[config.mk]
export PLATFORM = sky130hd
export DESIGN_NAME = lpl_front
export DESIGN_NICKNAME = d
export VERILOG_FILES = /design/src/rtl/lpl_pkg.sv /design/src/rtl/lpl_front.sv
export SDC_FILE = /design/constraint.sdc
export NUM_CORES = 1
export LEC_CHECK = 0
export BUFFER_PORTS_ARGS = -buffer_cell sky130_fd_sc_hd__buf_4
export CAP_MARGIN = 20
export CORE_MARGIN = 1.5
export CORE_UTILIZATION = 56
export CTS_BUF_LIST = sky130_fd_sc_hd__clkbuf_16
export DETAILED_ROUTE_END_ITERATION = 7
export PLACE_DENSITY = 0.85
export SYNTH_ARGS = -nofsm -noshare
export SYNTH_HDL_FRONTEND = slang
export SYNTH_SLANG_ARGS = --single-unit
[constraint.sdc]
create_clock -name clk -period 15.1 [get_ports clk]
set_clock_uncertainty 0.2 [all_clocks]
set_input_delay 1.51 -clock clk [delete_from_list [all_inputs] [get_ports clk]]
set_output_delay 1.51 -clock clk [all_outputs]
set_load 0.03 [all_outputs]
[src/rtl/lpl_pkg.sv]
// ----------------------------------------------------------------------------
// lpl_pkg
// Shared types and constants of the learned parameter link engine.
// ----------------------------------------------------------------------------
package lpl_pkg;

	localparam int TABLE_DEPTH_DEF = 256;
	localparam int ID_BITS_DEF     = 63;

	localparam logic [31:0] SETTLE_RESET = 32'd1000000;
	localparam logic signed [31:0] PRESS_LEVEL = 32'sd32768;

	localparam logic [1:0] OP_TICK   = 2'd0;
	localparam logic [1:0] OP_LEARN  = 2'd1;
	localparam logic [1:0] OP_ACTIVE = 2'd2;
	localparam logic [1:0] OP_OBSERVE = 2'd3;

	localparam logic [1:0] KIND_WRITE  = 2'd0;
	localparam logic [1:0] KIND_LINKED = 2'd1;
	localparam logic [1:0] KIND_FAILED = 2'd2;

	typedef struct packed {
		logic [1:0]  op;
		logic        pressed;
		logic [19:0] dt;
		logic [31:0] sample;
	} cmd_t;

endpackage

[src/rtl/lpl_front.sv]
// ----------------------------------------------------------------------------
// lpl_front
// Accepts items, decodes switch presses and queues them for the back end.
// ----------------------------------------------------------------------------
module lpl_front #(
	parameter int ID_BITS = lpl_pkg::ID_BITS_DEF
) (
	input  logic               clk,
	input  logic               arst_n,
	input  logic               start,
	output logic               busy,
	input  logic [1:0]         opcode,
	input  logic [19:0]        time_step,
	input  logic signed [31:0] sample_value,
	input  logic [ID_BITS-1:0] event_param_id,
	output logic               q_valid,
	input  logic               q_pop,
	output lpl_pkg::cmd_t      q_cmd,
	output logic [ID_BITS-1:0] q_id
);

	lpl_pkg::cmd_t      cmd_q [2];
	logic [ID_BITS-1:0] id_q [2];
	logic               wr_q, rd_q;
	logic [1:0]         cnt_q;
	logic               push, pop;

	assign busy    = (cnt_q == 2'd2);
	assign push    = start && !busy;
	assign q_valid = (cnt_q != 2'd0);
	assign pop     = q_pop && q_valid;
	assign q_cmd   = cmd_q[rd_q];
	assign q_id    = id_q[rd_q];

	always_ff @(posedge clk) begin
		if (push) begin
			cmd_q[wr_q].op      <= opcode;
			cmd_q[wr_q].pressed <= (sample_value >= lpl_pkg::PRESS_LEVEL);
			cmd_q[wr_q].dt      <= time_step;
			cmd_q[wr_q].sample  <= sample_value;
			id_q[wr_q]          <= event_param_id;
		end
	end

	always_ff @(posedge clk or negedge arst_n) begin
		if (!arst_n) begin
			wr_q  <= 1'b0;
			rd_q  <= 1'b0;
			cnt_q <= 2'd0;
		end else begin
			if (push) wr_q <= !wr_q;
			if (pop) rd_q <= !rd_q;
			if (push && !pop) cnt_q <= cnt_q + 2'd1;
			else if (pop && !push) cnt_q <= cnt_q - 2'd1;
		end
	end

endmodule

==> results of run 1 <==
final cells by class:
type | count | area [um^2] | area share
clock inverters | 18 | 153.9 | 0.01334
clock buffers | 25 | 625.6 | 0.05422
inverters | 2 | 7.507 | 0.0006506
well taps | 211 | 264.0 | 0.02288
multi-input cells | 136 | 1465 | 0.1270
repair buffers | 244 | 1832 | 0.1588
flip-flops and latches | 240 | 7191 | 0.6232
power by group through the flow:
stage,Clock (mW),Sequential (mW),Combinational (mW)
after floorplan,0,0.971,0.644
after global placement,0,0.974,0.898
after detailed placement,0,0.986,0.913
after CTS,0.591,0.974,0.917
after global routing,0.616,0.987,0.951
final,0.579,0.972,0.909
layer usage:
metal | vias to the layer above | GRT usage | part of all wire
met5 | - | 0 | 0
met3 | 40 | 0.04883 | 0.067
li1 | 2077 | - | -
met4 | 0 | 0.07931 | 0.038
met1 | 2288 | 0.2314 | 0.36
met2 | 178 | 0.3725 | 0.54
cell families after synthesis:
group,count (synthesis),synth area share
adders and majority gates,1,0.001423
buffers and inverters,15,0.01708
AOI/OAI and AO/OA,1,0.0009966
muxes,118,0.1512
and+or+nand+nor,11,0.006692
xor gates and xnor gates,5,0.004983
DFF,240,0.8177
cells in the mapped netlist:
cell type	number	area, um^2
a41oi_1	1	8.760
buf_4	1	7.510
buf_6	12	135.1
dfrtp_1	4	100.1
inv_1	2	7.510
nor2_1	2	7.510
edfxtp_1	236	7087
or2_2	1	6.260
nor4_1	4	25.02
xnor2_1	3	26.28
xor2_1	2	17.52
nand2_1	2	7.510
nand2b_1	1	6.260
mux2_2	118	1329
ha_1	1	12.51
and3_1	1	6.260
placed cells by master, fill, tap and decap left out, drive strengths merged:
master and n:
clkinvlp 1, clkinv 10, nand2b 1, nor4 4, edfxtp 236, mux2 118, clkbuf 25, or2 1
buf 244, inv 6, bufinv 3, xor2 2, nand2 2, a41oi 1, ha 1, nor2 2
and3 1, xnor2 3, dfrtp 4
through the flow:
step	hold slack [ns]	std cells	util	area [um^2]
2_1_floorplan	0.2559	391	-	8790
3_3_place_gp	0.2751	833	0.7051	10760
3_5_place_dp	0.3077	833	0.7051	10760
4_1_cts	0.3156	876	0.7562	11540
5_1_grt	0.3357	876	0.7562	11540
6_report	0.3134	876	0.7562	11540
how the worst max path moves through the flow:
stage / slack [ns] / cells past startpoint / end
CTS: 10.51 / 3 / q_cmd[39]
finish: 10.50 / 3 / q_id[25]
global route: 10.36 / 3 / q_id[25]
global placement: 11.08 / 3 / q_id[17]
detailed placement: 11.01 / 3 / q_cmd[39]
floorplan: 7.80 / 2 / cmd_q[0][0]$_DFFE_PP_
flip-flops by register name, indices dropped and copies added (netlist names):
register and count:
cmd_q 110, cnt_q 2, wr_q 1, rd_q 1
id_q 126
worst register-to-register path, cell delays in order, from the launching register on:
cell,delay [ns]
dfrtp_1,0.40
nand2b_1,0.16
nand2_1,0.14
nor2_4,0.10
buf_4,0.52
buf_4,0.92
==> results.json, run 1 <==
{
  "vdd_ir_drop_max_mv": 0.1306,
  "post-place-ws_ns": 11.01,
  "post_route_cells_drive_above_1_share": 0.5985,
  "critical_path_buf_inv_count": 2,
  "finalWirelength_um": 17270,
  "regToRegSetupSlack_ns": 12.23,
  "power.internal_mw": 1.622,
  "slowest_delay_ns": 0.82,
  "min-delay-path-class": "reg -> reg",
  "chipWidth_um": 128.3,
  "leakage_nw": 4.330,
  "grt_first_pass_wirelength_um": 25270,
  "wl_per_cell_um": 19.72,
  "pwr-share-seq": 0.395,
  "critical-path-slowest-cell": "buf_4",
  "synth_warnings": 0,
  "postSynthCellCount": 391,
  "io_pins": 241,
  "crit_path_end_kind": "output port",
  "place_congestion": 0.7600,
  "cts-root-buf": "clkbuf_16",
  "final-max-slew-violation-count": 0,
  "num_rows": 45,
  "r2r-start": "cnt_q[0]$_DFFE_PN0P_",
  "buffer_ports.inserted": 240,
  "net_count_after_synthesis": 513,
  "number_of_levels_the_h_tree_was_split_into": 1,
  "grt_antenna_before_repair": 0,
  "post_cts_resized": 0,
  "power_per_cell_area_nw_per_um2": 213.2,
  "hold_path.startpoint": "cnt_q[1]$_DFFE_PN0P_",
  "max_slew.worst_pin.slew_ns": 1.027,
  "finalPower_mw": 2.459,
  "num-fill-cells": 865,
  "grt-ovfl-total": 0,
  "netlist-cell-type-count": 16,
  "startpoint": "rd_q$_DFFE_PN0P_",
  "worst_setup_hold_path_clk_slew_ns": 0.06,
  "clockPowerShare": 0.235,
  "postRouteAntennaNets": 0,
  "hpwlAfterDp_um": 11090,
  "fmax_mhz": 217.2,
  "worst_path_dominant_cell_family": "buffers and inverters",
  "area_growth_pct": 31.27,
  "die_h_um": 128.3,
  "detailedRoute.firstPassIterationCount": 4,
  "status": "completed",
  "worst_r2r_path_depth": 5,
  "drt_iter0_markers": 260,
  "total_switching_power_mw": 0.8370,
  "p_sw_frac": 0.3403,
  "post-cts-setup-buffers": 0,
  "cts.sink_count": 240,
  "cell_area_after_synthesis_um2": 8790,
  "worst_hold_path.endpoint": "cnt_q[1]$_DFFE_PN0P_",
  "timing.critical_path.cells": "buf_4, mux2_2, buf_4",
  "finalSetupTns_ns": 0,
  "worstSkewPairLatency_ns": 0.50,
  "floorplan.initialDensity": 0.5761,
  "hold_buffers": 0,
  "vias_in_the_first_global_route": 4765,
  "final_net_count": 770,
  "seq_area_frac_synth": 0.8177,
  "cp.arrival_ns": 2.89,
  "gr-usage-all-layers": 0.2039,
  "diodes": 0,
  "layout_worst_path_cycle_share": 0.3049,
  "postLayoutSetupSlackWorst_ns": 10.50,
  "rsz0062_at_grt": "false",
  "clk_path_buf_depth": 3,
  "comb_power_share": 0.370,
  "worstSetupPathType": "reg -> out",
  "max-cap-violations": 0,
  "maxSlewHeadroom": 0.3152,
  "critPathRequiredTime_ns": 13.39,
  "finalSetupViolCount": 0,
  "post_synth.cell_area_avg_um2": 22.48,
  "tritoncts": "built",
  "tritoncts_buffers": 24,
  "detailroute.via_count": 4583,
  "design.core.area_um2": 15260,
  "worst_hold_path.num_cells": 1,
  "postSynthRegisterBits": 240,
  "timing.critical_path.fanout_max": 75,
  "cpMostUsedCell": "buf_4",
  "worst_setup_path_start_kind": "register",
  "post-route-min-period_ns": 4.604,
  "design.die.area_um2": 16460,
  "detail_route.drc_violations": 0,
  "grt_max_degree": 76,
  "hold_viol_final": 0,
  "routed_via_density": 5.232,
  "critical_path.reg2reg.endpoint": "cmd_q[0][40]$_DFFE_PP_"
}
Note: power is estimated with default switching activity, not from simulation.
==> run 2: changes to the inputs <==
--- a/config.mk
+++ b/config.mk
@@ -8,10 +8,10 @@
 export BUFFER_PORTS_ARGS = -buffer_cell sky130_fd_sc_hd__buf_4
 export CAP_MARGIN = 20
 export CORE_MARGIN = 1.5
-export CORE_UTILIZATION = 56
+export CORE_UTILIZATION = 52
 export CTS_BUF_LIST = sky130_fd_sc_hd__clkbuf_16
 export DETAILED_ROUTE_END_ITERATION = 7
-export PLACE_DENSITY = 0.85
+export PLACE_DENSITY = 0.79
 export SYNTH_ARGS = -nofsm -noshare
 export SYNTH_HDL_FRONTEND = slang
 export SYNTH_SLANG_ARGS = --single-unit
==> constraint.sdc (replaced) <==
create_clock -name clk -period 4.7 [get_ports clk]
set_clock_uncertainty 0.2 [all_clocks]
set_input_delay 0.47 -clock clk [delete_from_list [all_inputs] [get_ports clk]]
set_output_delay 0.47 -clock clk [all_outputs]
set_load 0.03 [all_outputs]
==> run 2 against run 1 <==
Against the previous run:
- via count rose by 9.8%
- core utilization increased by 1.2 points
- critical path depth is the same
- sequential power grew to 3.3 times the previous value
- combinational power rose to 3.3 times the previous value
- critical path type unchanged
- design area rose by 10%
==> results.json, run 2 (synthesis results as in run 1) <==
{
  "status": "completed",
  "rsz0062_at_grt": "false",
  "wl_per_cell_um": 19.44,
  "worstSkewPairLatency_ns": 0.50,
  "grt_first_pass_wirelength_um": 29390,
  "pwr-share-seq": 0.401,
  "min-delay-path-class": "in -> reg",
  "power.internal_mw": 5.186,
  "layout_top_registers": "id_q x126, cmd_q x110, cnt_q x2",
  "multi_input_comb_area_um2": 1465,
  "worstSetupPathType": "reg -> out",
  "cp.arrival_ns": 2.57,
  "detailroute.via_count": 5034,
  "drt_iter0_markers": 301,
  "vdd_ir_drop_max_mv": 0.4133,
  "buffer_ports.inserted": 240,
  "p_sw_frac": 0.3455,
  "startpoint": "rd_q$_DFFE_PN0P_",
  "regToRegSetupSlack_ns": 2.52,
  "postRouteAntennaNets": 0,
  "diodes": 0,
  "routed_via_density": 5.029,
  "tritoncts": "built",
  "max_slew.worst_pin.slew_ns": 1.004,
  "post-route-min-period_ns": 3.236,
  "hold_viol_final": 0,
  "place_congestion": 0.7668,
  "critPathRequiredTime_ns": 4.03,
  "worst_r2r_path_depth": 4,
  "largest-register": "id_q",
  "num-fill-cells": 929,
  "post_route_cells_drive_above_1_share": 0.5070,
  "area_growth_pct": 44.46,
  "post-cts-setup-buffers": 0,
  "largest_reg_flops": 126,
  "detail_route.drc_violations": 0,
  "detailedRoute.firstPassIterationCount": 4,
  "floorplan.initialDensity": 0.5319,
  "power_per_cell_area_nw_per_um2": 624.0,
  "comb_power_share": 0.379,
  "final_net_count": 889,
  "worst_setup_hold_path_clk_slew_ns": 0.06,
  "layout_worst_path_cycle_share": 0.6886,
  "cts.sink_count": 240,
  "num_rows": 47,
  "cts-root-buf": "clkbuf_16",
  "total_switching_power_mw": 2.737,
  "io_pins": 241,
  "finalSetupTns_ns": 0,
  "timing.critical_path.fanout_max": 73,
  "crit_path_end_kind": "output port",
  "chipWidth_um": 133.0,
  "hpwlAfterDp_um": 10960,
  "finalWirelength_um": 19460,
  "die_h_um": 133.0,
  "design.die.area_um2": 17690,
  "gr-usage-all-layers": 0.2171,
  "area.sequential_um2": 7191,
  "r2r-start": "cnt_q[0]$_DFFE_PN0P_",
  "mostFrequentLayoutCells": "242 x buf_4, 236 x edfxtp_1, 118 x mux2_2, 118 x dlygate4sd3_1, 25 x clkbuf_16",
  "critical_path.reg2reg.endpoint": "id_q[0][9]$_DFFE_PP_",
  "grt_antenna_before_repair": 0,
  "crit_end": "q_cmd[37]",
  "mostFrequentLayoutCell": "buf_4",
  "maxSlewHeadroom": 0.3306,
  "finalSetupViolCount": 0,
  "leakage_nw": 4.818,
  "holdWs_ns": 0.09414,
  "design.core.area_um2": 16520,
  "clockPowerShare": 0.219,
  "grt-ovfl-total": 0,
  "tritoncts_buffers": 25,
  "worst_setup_path_start_kind": "register",
  "final-max-slew-violation-count": 0,
  "fmax_mhz": 309.0,
  "clk_path_buf_depth": 3,
  "max-cap-violations": 0,
  "vias_in_the_first_global_route": 5456,
  "grt_max_degree": 119,
  "number_of_levels_the_h_tree_was_split_into": 1
}
[run 2: cell types whose count changed in the layout (fill, tap and decap cells not counted), moves of 2 or more]
cell / previous run / this run
clkinv_1: 7 / 4
buf_4: 244 / 242
dlygate4sd3_1: 0 / 118
bufinv_16: 3 / 1
buf_12: 0 / 2
inv_1: 6 / 9
[run 2: area by class of cell]
class,instances,area share
sequential,240,0.5663
timing repair buffer,362,0.2393
multi-input combinational,136,0.1154
clock buffer,25,0.04927
tap,220,0.02168
clock inverter,16,0.007489
inverter,2,0.0005912
[run 2: worst min path at each step]
stage,from,end,slack (ns),depth (start not counted)
3_3_place_gp,arst_n,wr_q$_DFFE_PN0P_,0.07,1
3_5_place_dp,arst_n,cnt_q[0]$_DFFE_PN0P_,0.07,1
6_report,q_pop,rd_q$_DFFE_PN0P_,0.09,3
2_1_floorplan,arst_n,cnt_q[0]$_DFFE_PN0P_,-0.03,0
4_1_cts,q_pop,rd_q$_DFFE_PN0P_,0.08,3
5_1_grt,arst_n,rd_q$_DFFE_PN0P_,0.09,2
[run 2: timing repair]
item	4_1_cts	5_1_grt
endpoints found under the hold margin	238	0
hold buffers	118	0
gates resized for setup	0	0
setup endpoints to repair	0	0
[run 2: worst max-delay path, cell delays in order, from the launching register on]
cell	delay (ns)
dfrtp_4	1.08
buf_12	0.36
mux2_2	0.39
buf_4	0.17
[run 2: metal layers]
layer	up-vias	global-route usage	wire, um
li1	2304	-	-
met1	2496	0.2475	7046
met2	195	0.4112	10780
met3	39	0.04674	1129
met4	0	0.05739	500
met5	-	0	0
[run 2: through the flow]
| step | instances | total power, mW | area [um^2] | utilization | setup WS [ns] |
|---|---|---|---|---|---|
| after floorplan | 391 | 5.165 | 8792 | - | 0.3644 |
| after global placement | 842 | 6.053 | 10800 | 0.6533 | 2.002 |
| after detailed placement | 842 | 6.116 | 10800 | 0.6533 | 1.975 |
| after CTS | 1001 | 7.946 | 12700 | 0.7684 | 1.428 |
| after global routing | 1001 | 8.218 | 12700 | 0.7684 | 1.361 |
| final | 1001 | 7.923 | 12700 | 0.7684 | 1.464 |
[run 2: power by group through the flow]
stage	clock [mW]	sequential (mW)	combinational (mW)
final	1.74	3.18	3.00
after global routing	1.86	3.23	3.13
after CTS	1.77	3.18	2.99
after detailed placement	0	3.22	2.89
after floorplan	0	3.10	2.07
after global placement	0	3.19	2.86
